--- src/rtl/core/swks_ram.sv ---
// swks_ram: generic single-port-write, single-port-read ram with registered read
// read-first on a same-address write; no dependencies
`default_nettype none

module swks_ram #(
	parameter int WIDTH = 32,
	parameter int DEPTH = 64,
	parameter int AW    = $clog2(DEPTH)
) (
	input  logic             clk,
	input  logic             we,
	input  logic [AW-1:0]    waddr,
	input  logic [WIDTH-1:0] wdata,
	input  logic [AW-1:0]    raddr,
	output logic [WIDTH-1:0] rdata
);

	logic [WIDTH-1:0] mem_q [DEPTH];

	always_ff @(posedge clk) begin
		if (we) begin
			mem_q[waddr] <= wdata;
		end
		rdata <= mem_q[raddr];
	end

endmodule

`default_nettype wire

--- config.mk ---
export PLATFORM = sky130hd
export DESIGN_NAME = swks_ram
export DESIGN_NICKNAME = d
export VERILOG_FILES = /design/src/rtl/core/swks_ram.sv
export SDC_FILE = /design/constraint.sdc
export NUM_CORES = 2
export LEC_CHECK = 0
export BUFFER_PORTS_ARGS = -buffer_cell sky130_fd_sc_hd__clkbuf_2
export CAP_MARGIN = 0
export CORE_AREA = 2 2 365 367
export CTS_CLUSTER_SIZE = 16
export DETAILED_ROUTE_END_ITERATION = 16
export DIE_AREA = 0 0 367 369
export PLACE_DENSITY = 0.76
export SLEW_MARGIN = 20
export SYNTH_ARGS = -nofsm -noshare
export SYNTH_HDL_FRONTEND = slang
export SYNTH_SLANG_ARGS = --single-unit
--- constraint.sdc ---
create_clock -name clk -period 5.83 [get_ports clk]
set_input_delay 0.8745 -clock clk [delete_from_list [all_inputs] [get_ports clk]]
set_output_delay 0.8745 -clock clk [all_outputs]
set_load 0.05 [all_outputs]
# After elaboration in Yosys (flattened, before gate mapping)
# Memories as Yosys holds them, arrays and structs flattened. A register that Yosys moved wholly into a read port is not among the register bits.
# Cells that the tools add are included.
# op_classes
mux	2
# op_table
op	count
$mux W1	2
# totals
regBits	0
ramBits	2048
input_bits	46
elab_cells	3
mem_count	1
# memory_table
memory	words	word_bits	read_ports	rd_ports_with_merged_regs	wr	line	source
mem_q	64	32	1	1	1	18	logic [WIDTH-1:0] mem_q [DEPTH];

# Depth between registers and ports, before layout
# logic_depth
word_depth	2
mapped_depth	10
depth_no_buf	5

# Least setup slack after synthesis
# OpenSTA, ideal clock, no wires.
# synth_timing
kind	input to register
from	input port waddr[3]
to	memory mem_q[48][0] (enable)
arrival_time_ns	3.573
t_required_ns	5.369
path_slack_ns	1.796
path_stages	4
n_path_buf	1
cell_sequence	clkbuf_1 > nor2b_1 > nand4b_1 > nor3_1
# synth_lines
element	line	source
from (decl)	12	input logic [AW-1:0] waddr,
to (decl)	18	
# No word-level cell before the write port.

==> summary.md <==
| Metric | Value |
|---|---|
| Share of synthesized area occupied by flip-flops and latches | `79.1%` |
| Dpl hpwl | `111 mm` |
| Maximum number of pins on one net before global-route repair | `91` |
| Post-synth ARST share | `0%` |
| P_leak | `27.5 nW` |
| DRC violation count after routing | `0` |
| Highest cell delay on the worst timing path | `980 ps` |
| Maximum capacitance violations | `0` |
| Reg-to-reg endpoint | `rdata[18]` |
| Accumulated negative setup slack | `0 ps` |
| End point of the critical path | `rdata[17]` |
| Crit Path Max Fanout | `63` |
| Leading register cell type out of synthesis | `edfxtp_1` |
| Post-Syn Nets | `3,370` |
| Area of the core | `0.131 mm²` |
| Routed Wire Length | `208 mm` |
| Cell depth of the worst min-delay path | `1` |
| CP Class | `in2reg` |
| Initial core utilization | `59.9%` |
| DIE HEIGHT | `369 µm` |
| Post-CTS setup buffer count | `0` |
| Synth area leaders | `edfxtp_1 78%, mux4_2 16%, mux2i_1 1.2%, dfxtp_1 0.82%, o22ai_1 0.67%` |
| Resized cells post-CTS | `0` |
| Synth Area per Inst | `23.6 µm²` |
| TritonCTS clock tree | `yes` |
| Number of cells in the design after placement | `5,115` |
| Gr ovfl total | `0` |
| Finished Core Util | `67.3%` |
| Detail-routed via count per cell | `7.01` |
| Crit path capture type | `register` |
| Number of placed I/O pins | `78` |
| Die outline area | `0.135 mm²` |
| Initial antenna violation count | `10` |
| Largest area contributor in the netlist | `edfxtp_1` |
| Vias after detailed routing | `38.4k` |
| Post-Syn Area | `0.0785 mm²` |
| Fraction of post-synthesis cell area in the top cell type by area | `78.3%` |
| Required time worst endpoint | `6480 ps` |
| Final Net Count | `3,601` |
| Result of the run | `finished clean` |
| Die width | `367 µm` |
| R2R cell count | `4` |
| Hold Fails Final Rpt | `0` |
| Most common library cells after synthesis | `2,048 x edfxtp_1, 544 x mux4_2, 137 x nor2_1` |
| Number of warnings issued by yosys | `0` |
| Core Rows | `133` |
| Global-route wire length before repair | `292 mm` |
| Maximum clock path buffer count | `3` |
| Cell at the root of the clock tree | `clkbuf_16` |
| Gate count after technology mapping | `3,324` |
| Sort of element at the start of the critical path | `input port` |
| Power per unit of standard cell area | `348 mW/mm²` |
| Number of search-and-repair iterations in the first detailed-routing pass | `8` |
| Fmax achieved | `271 MHz` |
| DRT iter0 DRCs | `6,677` |
| Post-layout instance count excluding filler cells | `5,479` |
| Share of final-layout standard cells stronger than drive strength 1 | `29.7%` |
| Final setup skew | `33.1 ps` |
| Layout overhead on the synthesized area | `12.3%` |
| R2r setup slk | `3280 ps` |
| Logic depth of the worst setup path including buffers | `8` |
| Placement Cell Area | `0.0820 mm²` |
| H-tree levels | `4` |
| Beginning of the critical path | `raddr[0]` |
| Final Wtd Congestion | `0.823` |
| Worst slack, placed | `1480 ps` |
| IR drop worst, VDD | `294 µV` |
| Quantity of I/O buffers inserted on ports | `77` |
| Cell with the most instances after synthesis | `edfxtp_1` |
| Data arrival time of the critical path | `4340 ps` |
| Cell type group with the largest total delay on the critical path | `buffers and inverters` |
| Final Worst Setup Slack | `2140 ps` |
| Clock latency of the later-clocked register in the worst-skew pair | `830 ps` |
| Via count of the first global-routing pass | `39.2k` |
| Number of setup violations in the final report | `0` |
| Number of enable flip-flop cells after synthesis | `2,048` |
| Clock input transition at the sequential cells of the worst setup and hold paths | `60 ps` |
| Number of unique standard cell types used by synthesis | `34` |
| Class of the tightest hold or removal check | `in2reg` |
| Number of buffers added to fix hold violations after cts | `0` |
| CP Cell Sequence | `buf_8, buf_12, buf_4, mux4_2, mux2i_1, nor2_1, o32ai_1, nor3_1` |
| Final period utilization | `63.3%` |
| Post-route ant nets | `0` |
| Post-route standard cell area excluding fillers | `0.0882 mm²` |
| Slew at the pin closest to its max-slew limit | `1210 ps` |
| Synth Register Bits | `2,080` |
| Worst rel slew slack | `19.3%` |
| Clock buffers created by TritonCTS | `192` |
| GR Util All Layers | `31.1%` |
| Unrepaired setup endpoints after global routing | `no` |
| Number of buffer and inverter stages on the critical path | `3` |
| Count of pins over their slew limit | `0` |
| Detailed-route wire length per cell | `37.9 µm` |
| Critical Path Slowest Stage Cell | `o32ai_1` |
| Clock Sink Count | `2,080` |
| Beginning of the worst register-to-register path | `mem_q[13][18]` |
| Clock period minus worst slack | `3690 ps` |
==> how the worst min path moves through the flow <==
stage	endpoint	slack, ps	start
after floorplan	rdata[17]	660	mem_q[12][17]
after CTS	mem_q[44][2]	670	wdata[2]
after global routing	mem_q[13][26]	620	wdata[26]
after detailed placement	rdata[8]	740	mem_q[12][8]
after global placement	rdata[8]	740	mem_q[12][8]
final	mem_q[27][22]	630	wdata[22]
==> state kept, by name, summed over array words and instances, names as in the netlist <==
name	flops
mem_q	2048
rdata	32
==> per-stage QoR <==
stage	total power, W	hold WS [ps]
global placement	0.0185	736
finish	0.0307	632
floorplan	0.0178	663
CTS	0.0307	665
global route	0.0313	624
detailed placement	0.0186	741
==> metal layers <==
layer	routed length, µm	global-route usage [%]	up-vias
li1	-	-	14700
met4	11800	16.0	6
met3	26400	7.64	585
met5	44	0	-
met1	68500	40.8	20000
met2	101000	49.3	3128
==> where the power goes <==
part           internal, W  switching, W  total, W
clock network      0.00696       0.00544    0.0124
registers           0.0166     0.0000629    0.0166
logic             0.000553       0.00112   0.00167
total               0.0241       0.00662    0.0307
==> cell type report <==
| class | instances | area, µm² |
|---|---|---|
| Multi-Input combinational cell | 1062 | 16000 |
| Fill cell | 7831 | 42900 |
| Timing Repair Buffer | 219 | 1670 |
| Clock inverter | 101 | 928 |
| Clock buffer | 258 | 5260 |
| Antenna cell | 4 | 10.0 |
| Sequential cell | 2080 | 62100 |
| Tap cell | 1755 | 2200 |
==> cell usage in the layout (no fill, tap or decap), types with 6 or more instances in the layout <==
cell type  synthesis  layout
a21oi_1           62      62
nor2_1           137      74
edfxtp_1        2048    2048
buf_4             25     132
clkinv_2           0      29
clkbuf_1          74      49
nor2b_1           15      14
buf_12             0      14
clkbuf_8           0      14
mux2i_1           93      93
a311oi_1           8       7
clkbuf_2           0      70
clkinv_8           0       6
nand2b_1           8       7
a22oi_1           12      12
nor2_4             0      62
bufinv_16          0      14
o221ai_1          27      27
mux4_2           544     544
clkinv_1           0      40
o22ai_1           84      84
nand2_1           26      25
clkbuf_16          0     195
dfxtp_1           32      32
==> cell families (layout without fill, tap and decap cells) <==
group	after synthesis	count (layout)	synth area share [%]
AO/OA/AOI/OAI	202	202	1.67
buffers and inverters	182	578	1.13
flip-flops	2080	2080	79.1
multiplexers	637	637	16.8
other	0	4	0
AND/OR/NAND/NOR	223	223	1.27
(Power assumes the default switching activity.)
