<file path="config.mk">
export PLATFORM = sky130hd
export DESIGN_NAME = swks_cell
export DESIGN_NICKNAME = d
export VERILOG_FILES = /design/src/rtl/core/swks_pkg.sv /design/src/rtl/core/swks_cell.sv
export SDC_FILE = /design/constraint.sdc
export NUM_CORES = 1
export LEC_CHECK = 0
export ABC_CLOCK_PERIOD_IN_PS = 5900
export BUFFER_PORTS_ARGS = -buffer_cell sky130_fd_sc_hd__buf_2
export CAP_MARGIN = 20
export CORE_UTILIZATION = 45
export DETAILED_ROUTE_END_ITERATION = 12
export PLACE_DENSITY_LB_ADDON = 0.2
export SYNTH_ARGS = -nofsm -noshare
export SYNTH_HDL_FRONTEND = slang
export SYNTH_SLANG_ARGS = --single-unit
</file>
<file path="constraint.sdc">
create_clock -name clk -period 5.9 [get_ports clk]
set_input_delay 0.295 -clock clk [delete_from_list [all_inputs] [get_ports clk]]
set_output_delay 0.295 -clock clk [all_outputs]
set_load 0.02 [all_outputs]
</file>
<file path="src/rtl/core/swks_pkg.sv">
// swks_pkg: shared constants and types for the sliding-window k-smallest-sum filter
// no dependencies; imported by swks_cell and sliding_window_k_smallest_sum
`default_nettype none

package swks_pkg;

	localparam int SAMPLE_W = 32;
	localparam int SUM_W    = 38;
	localparam int CFG_W    = 7;
	localparam int IDX_W    = 1;

	// register indexes on the configuration port
	localparam logic [IDX_W-1:0] REG_WINDOW_LEN = 1'b0;
	localparam logic [IDX_W-1:0] REG_KEEP_COUNT = 1'b1;

	localparam logic [CFG_W-1:0] WINDOW_LEN_RST = 7'd64;
	localparam logic [CFG_W-1:0] KEEP_COUNT_RST = 7'd1;

	// broadcast from the controller to every cell of the sorted chain
	typedef struct packed {
		logic                upd;
		logic                evict;
		logic [SAMPLE_W-1:0] ins_val;
		logic [SAMPLE_W-1:0] del_val;
	} bcast_t;

endpackage

`default_nettype wire

</file>
<file path="src/rtl/core/swks_cell.sv">
// swks_cell: one entry of the sorted sample chain plus one stage of the summing scan
// depends on swks_pkg (bcast_t, SAMPLE_W)
`default_nettype none

module swks_cell #(
	parameter int MAX_WINDOW = 64,
	parameter int AW         = $clog2(MAX_WINDOW),
	parameter int WW         = $clog2(MAX_WINDOW + 1),
	parameter int ACC_W      = 39
) (
	input  logic                          clk,
	input  logic                          arst_n,
	input  swks_pkg::bcast_t              ctl,
	input  logic [WW-1:0]                 eff_w,
	input  logic [WW-1:0]                 eff_k,
	// raw entry of the right-hand neighbour
	input  logic                          nxt_occ,
	input  logic [swks_pkg::SAMPLE_W-1:0] nxt_val,
	input  logic [AW-1:0]                 nxt_age,
	// compacted entry of the left-hand neighbour
	input  logic                          prv_occ,
	input  logic [swks_pkg::SAMPLE_W-1:0] prv_val,
	input  logic [AW-1:0]                 prv_age,
	input  logic                          prv_gt,
	// own compacted entry
	output logic                          c_occ,
	output logic [swks_pkg::SAMPLE_W-1:0] c_val,
	output logic [AW-1:0]                 c_age,
	output logic                          c_gt,
	// own raw entry
	output logic                          occ,
	output logic [swks_pkg::SAMPLE_W-1:0] val,
	output logic [AW-1:0]                 age,
	// summing token
	input  logic                          tin_vld,
	input  logic [ACC_W-1:0]              tin_sum,
	input  logic [WW-1:0]                 tin_cnt,
	output logic                          tout_vld,
	output logic [ACC_W-1:0]              tout_sum,
	output logic [WW-1:0]                 tout_cnt
);
	import swks_pkg::*;

	logic                occ_q;
	logic [SAMPLE_W-1:0] val_q;
	logic [AW-1:0]       age_q;
	logic                pre_del;
	logic                take;
	logic                tvld_q;
	logic [ACC_W-1:0]    tsum_q;
	logic [WW-1:0]       tcnt_q;

	// entry sits ahead of the evicted one: oldest equal value always leads its run
	assign pre_del = !(ctl.evict && occ_q &&
		((age_q == AW'(MAX_WINDOW - 1)) || (val_q >= ctl.del_val)));

	assign c_occ = pre_del ? occ_q : nxt_occ;
	assign c_val = pre_del ? val_q : nxt_val;
	assign c_age = pre_del ? age_q : nxt_age;
	assign c_gt  = !c_occ || (c_val > ctl.ins_val);

	always_ff @(posedge clk or negedge arst_n) begin
		if (!arst_n) begin
			occ_q <= 1'b0;
		end else if (ctl.upd) begin
			priority if (!c_gt) begin
				occ_q <= c_occ;
			end else if (!prv_gt) begin
				occ_q <= 1'b1;
			end else begin
				occ_q <= prv_occ;
			end
		end
	end

	always_ff @(posedge clk) begin
		if (ctl.upd) begin
			priority if (!c_gt) begin
				val_q <= c_val;
				age_q <= c_age + AW'(1);
			end else if (!prv_gt) begin
				val_q <= ctl.ins_val;
				age_q <= '0;
			end else begin
				val_q <= prv_val;
				age_q <= prv_age + AW'(1);
			end
		end
	end

	// scan stage: add this entry if it is inside the window and still among the k smallest
	assign take = tin_vld && occ_q && (WW'(age_q) < eff_w) && (tin_cnt < eff_k);

	always_ff @(posedge clk or negedge arst_n) begin
		if (!arst_n) begin
			tvld_q <= 1'b0;
		end else begin
			tvld_q <= tin_vld;
		end
	end

	always_ff @(posedge clk) begin
		tsum_q <= take ? (tin_sum + ACC_W'(val_q)) : tin_sum;
		tcnt_q <= take ? (tin_cnt + WW'(1)) : tin_cnt;
	end

	assign occ      = occ_q;
	assign val      = val_q;
	assign age      = age_q;
	assign tout_vld = tvld_q;
	assign tout_sum = tsum_q;
	assign tout_cnt = tcnt_q;

endmodule

`default_nettype wire

</file>
Word level (Yosys, flattened, before mapping)
Index checks and enable logic that the tools add are counted.
{"block": "classes", "muxes": 11, "magnitude_cmp": 4, "n_eq_ne": 1, "reduce_logical": 8, "addsub": 4}
{"op": "$mux 32", "n": 3}
{"op": "$add 39x32->39", "n": 1}
{"op": "$mux 39", "n": 1}
{"op": "$ge 32x32->1", "n": 1}
{"op": "$gt 32x32->1", "n": 1}
{"op": "$mux 6", "n": 3}
{"op": "$add 6x1->6 const B", "n": 2}
{"op": "$add 7x1->7 const B", "n": 1}
{"op": "$lt 6x7->1", "n": 1}
{"op": "$lt 7x7->1", "n": 1}
{"op": "$mux 7", "n": 1}
{"op": "$eq 6x6->1 const B", "n": 1}
{"op": "$logic_and 1x1->1", "n": 5}
{"op": "$mux 1", "n": 3}
{"op": "$logic_or 1x1->1", "n": 2}
{"op": "$logic_not 1->1", "n": 1}
{"block": "totals", "input_bits": 208, "regBits": 86, "word_cells": 34, "output_inout_bits": 126}

Longest topological paths before layout
{"block": "depth", "word_depth": 7, "ltp_mapped": 21, "ltp_nobuf": 19}

Worst setup path after synthesis
OpenSTA, ideal clock, no wires.
{"block": "synth_path", "kind": "register to register", "startpoint": "reg val_q[31], in the netlist val[31]", "endpoint": "reg age_q[4], in the netlist age[4], data pin", "path_slack_ps": 693, "t_required_ps": 5636, "setup_ps": 264, "arrival_time_ps": 4943, "period_less_slack_ps": 5207, "n_path_buf": 2, "stages_incl_launch_ff": 20, "path_cell_list": "edfxtp_1 > ha_1 > nand4_1 > or4_1 > nor3_1 > a21oi_1 > nor2_2 > buf_4 > mux2_2 > ha_1 > nand2_1 > or3_1 > or4_4 > o211ai_1 > o2bb2ai_1 > nor3b_2 > inv_2 > buf_2 > a211oi_1 > a211oi_1"}
{"block": "synth_between", "elab_chain_len": 7, "elab_cells_between_ends": 11, "classes_between": "add/sub (1); order compare (2); mux (4); reduce/logical (4)"}
{"element": "from (decl)", "line": "swks_cell.sv:45", "source": "logic [SAMPLE_W-1:0] val_q;"}
{"element": "from (signal assigned)", "line": "swks_cell.sv:79", "source": "val_q <= c_val;"}
{"element": "from (signal assigned)", "line": "swks_cell.sv:82", "source": "val_q <= ctl.ins_val;"}
{"element": "from (signal assigned)", "line": "swks_cell.sv:85", "source": "val_q <= prv_val;"}
{"element": "$ge 32x32->1", "line": "swks_cell.sv:55", "source": "((age_q == AW'(MAX_WINDOW - 1)) || (val_q >= ctl.del_val)));"}
{"element": "$logic_or 1x1->1", "line": "swks_cell.sv:55"}
{"element": "$logic_and 1x1->1", "line": "swks_cell.sv:54", "source": "assign pre_del = !(ctl.evict && occ_q &&"}
{"element": "$mux 32", "line": "swks_cell.sv:58", "source": "assign c_val = pre_del ? val_q : nxt_val;"}
{"element": "named net c_val (one bit)", "line": "swks_cell.sv:27", "source": "output logic [swks_pkg::SAMPLE_W-1:0] c_val,"}
{"element": "$gt 32x32->1", "line": "swks_cell.sv:60", "source": "assign c_gt = !c_occ || (c_val > ctl.ins_val);"}
{"element": "$logic_or 1x1->1", "line": "swks_cell.sv:60"}
{"element": "named net c_gt", "line": "swks_cell.sv:29", "source": "output logic c_gt,"}
{"element": "$mux 6", "line": "swks_cell.sv:78", "source": "priority if (!c_gt) begin"}
{"element": "to (signal assigned)", "line": "swks_cell.sv:80", "source": "age_q <= c_age + AW'(1);"}
{"element": "to (signal assigned)", "line": "swks_cell.sv:86", "source": "age_q <= prv_age + AW'(1);"}
{"element": "to (decl)", "line": "swks_cell.sv:46", "source": "logic [AW-1:0] age_q;"}
The timed path passes the listed nets, and every way through them passes these cells.
A chain may end at the register's enable or synchronous reset.

Final worst setup path
{"block": "layout_path", "startpoint": "reg val_q[30], in the netlist val[30]", "endpoint": "out c_gt"}
{"block": "layout_between", "elab_chain_len": 6, "elab_cells_between_ends": 8, "classes_between": "order compare (2); mux (2); reduce/logical (4)"}
{"element": "$ge 32x32->1", "line": "swks_cell.sv:55"}
{"element": "$logic_or 1x1->1", "line": "swks_cell.sv:55"}
{"element": "$logic_and 1x1->1", "line": "swks_cell.sv:54"}
{"element": "$mux 32 or $mux 1 (tied branches)", "line": "swks_cell.sv:58, swks_cell.sv:57"}
{"element": "$gt 32x32->1 or $logic_not 1->1 (tied branches)", "line": "swks_cell.sv:60"}
{"element": "$logic_or 1x1->1 *", "line": "swks_cell.sv:60"}
{"element": "to (decl)", "line": "swks_cell.sv:29"}
Every way passes the cells marked *; elsewhere a longest branch is shown, timed or not.

==> results.cfg <==
[grt]
antenna_found_initial = 3
overflow = 0
grt_pass1_wl_um = 40500
grt_usage_pct = 28.8
grt_max_degree = 60
grt_pass1_vias = 7810

[sta]
fmax_mhz = 178
finClkSkew_ns = 0.0155
setup_violations = 0
fin_crit_sh_pct = 95.2
hold_viol = 0
slew_headroom_pct = 25.2
fin_setup_tns_ns = 0
worst_pin_slew_ns = 1.12
rsz0062_at_grt = no
drv_slew = 0
fin_crit_ns = 5.62

[setup_path]
slowest_stage = or4_4
setup.worst_path.end_class = output pin
cp_slowest_stage_delay_ns = 0.59
critPathLaunchType = register
cp-endpoint = c_gt
crit_chain = ha_1 > nand4_1 > or4_4 > nor3_2 > a21oi_1 > nor2_4 > buf_12 > mux2_2 > ha_1 > nand2_1 > or3_1 > or4_4 > o211ai_1 > o2bb2ai_1 > nor3b_4 > inv_2 > buf_2
reg2reg_depth = 19
criticalPathCategory = register to output pin
cp.required_ns = 5.61
startpoint = val[30]
arrival_ns = 5.32
path_max_fanout = 20
rrSetupSlack_ns = 0.39
reg2reg_from = val[30]
reg2reg_to = age[4]

[die]
die_w_um = 136
die_h_um = 136
start_util_pct = 46.4
core_sq_um = 17400
num_rows = 48
die_area_sq_um = 18400
pin_count = 334

[logic_synthesis]
netlist_instances = 940
synth_edf_count = 38
avgSynthCellArea_sq_um = 8.56
syn-num-nets = 1259
yosysUniqueCellTypes = 68
synth_warnings = 0
synthFlopType = dfxtp_1
ys_async_sr_fraction_pct = 2.33
synth-seq-area-share_pct = 26.2
ys_ff_latch = 86
syn_area_sq_um = 8050

[pwr]
fin_total_pwr_mw = 4.53
power.density_nw_per_um2 = 441
p_leak_nw = 5.40
peakVddDrop_v = 0.000227

[worst_hold_path]
hold_class = input port to register
min_from = tin_vld

[detailed_routing]
num_vias = 8256
dr.pass1.iters = 5
drc = 0
drt_wl_total_um = 26500
drtIter0Drc = 432
via_per_inst = 5.52
antenna_left = 0
routedWlPerCell_um = 17.7

[clocking]
cts_max_level = 3
cts_max_path_buffers = 2
cts_tree = done
cts_root_buffer = clkbuf_16
clock_latency_ns = 0.36
cts.sinks = 86
path_clk_slew_ns = 0.07
cts_made_buffers = 9

[place]
dpl_cell_area_sq_um = 9910
io_buffers = 333
gp_congestion = 0.955
hpwl_um = 21900
numPlacedInstances = 1473

[layout]
fillers = 1628
drive_gt1_share_pct = 32.5
register_area_sq_um = 2110
area_growth_pct = 27.8
fin_cells = 1497
nets = 1583
multi_input_area_sq_um = 5440
fin_util_pct = 59.2
design_area_sq_um = 10300

[status]
run_status = finished clean

[flow_run]
max_cap_viol_count = 0
## flip-flops by register name, indices dropped and copies added, names as in the netlist
| name | flops |
|---|---|
| tout_cnt | 7 |
| tout_vld | 1 |
| tout_sum | 39 |
| age | 6 |
| occ | 1 |
| val | 32 |
## timing repair
action	CTS	global route
hold buffers	1	0
buffers inserted	0	3
endpoints found under the hold margin	2	0
resized for setup	0	2
endpoints found under the setup margin	0	2
## per-layer routing
metal | vias up | track usage, % | wire (um)
li1 | 4077 | - | -
met1 | 3783 | 36.4 | 11300
met2 | 342 | 47.4 | 12200
met3 | 52 | 6.14 | 2280
met4 | 2 | 11.2 | 703
met5 | - | 0 | 10
## worst min-delay path by stage
| stage | end | cells after the start | slack (ns) |
|---|---|---|---|
| 2_1_floorplan | occ | 0 | -0.0006 |
| 3_3_place_gp | tout_vld | 1 | 0.09 |
| 3_5_place_dp | tout_vld | 1 | 0.09 |
| 4_1_cts | tout_vld | 1 | 0.05 |
| 5_1_grt | tout_vld | 1 | 0.04 |
| 6_report | tout_vld | 1 | 0.06 |
## power breakdown
part	internal, mW	switching, mW
clock	0.300	0.278
sequential	0.871	0.209
combinational	1.16	1.71
total	2.33	2.20
## cell type report
type | count | share of cell area (%)
inverters | 96 | 3.50
clock buffers | 9 | 2.19
well taps | 225 | 2.74
clock inverters | 7 | 0.669
multi-input cells | 726 | 52.9
repair buffers | 345 | 17.4
diodes | 3 | 0.0730
flip-flops and latches | 86 | 20.5
## cell usage in the layout (no fill, tap or decap), types with 10 or more instances in the layout
master	Yosys	final
ha_1	110	110
dfxtp_1	46	46
nand2_1	89	89
inv_1	95	95
clkbuf_16	0	10
nand4_1	15	15
mux2i_1	35	35
mux2_2	37	37
xor2_1	11	11
a211oi_1	13	13
o21ai_0	58	58
buf_2	4	333
a21o_1	55	55
xnor2_1	28	28
edfxtp_1	38	38
nor2_1	60	60
a21oi_1	53	53
nand3_1	24	24
## stage by stage
stage                     setup slack [ns]  hold WS (ns)
final                                0.284        0.0636
after global routing                0.0447        0.0450
after CTS                            0.135        0.0498
after detailed placement             0.353        0.0857
after global placement               0.445        0.0866
after floorplan                      0.693     -0.000591
## kinds of logic after synthesis
family                   Yosys count  share of synthesized area [%]
multiplexers                      72                           9.53
AND/OR/NAND/NOR                  253                           15.3
flip-flops                        86                           26.2
AO/OA/AOI/OAI                    251                           20.8
adder cells (fa/ha/maj)          111                           17.4
XOR/XNOR                          39                           4.24
buffers and inverters            128                           6.45
## worst max-delay path: cells and delay by family (launching register included)
kind,cells,cell delay (ns)
fa+ha+maj,2,0.65
flops,1,0.49
simple gates,8,2.47
buf+inv,3,0.54
compound gates,3,0.42
mux,1,0.37
## cells in the mapped netlist, types with 9 or more instances
| cell | instances | area, sq um |
|---|---|---|
| a211oi_1 | 13 | 97.6 |
| nand3_1 | 24 | 120 |
| inv_1 | 95 | 357 |
| clkbuf_1 | 17 | 63.8 |
| buf_4 | 9 | 67.6 |
| a21o_1 | 55 | 413 |
| edfxtp_1 | 38 | 1140 |
| mux2i_1 | 35 | 350 |
| dfxtp_1 | 46 | 921 |
| o21ai_0 | 58 | 290 |
| a21oi_1 | 53 | 265 |
| nor2_1 | 60 | 225 |
| nand4_1 | 15 | 93.8 |
| o211ai_1 | 9 | 67.6 |
| nand2_1 | 89 | 334 |
| ha_1 | 110 | 1380 |
| xnor2_1 | 28 | 245 |
| mux2_2 | 37 | 417 |
| xor2_1 | 11 | 96.3 |
Power figures use the tool's default switching activity.
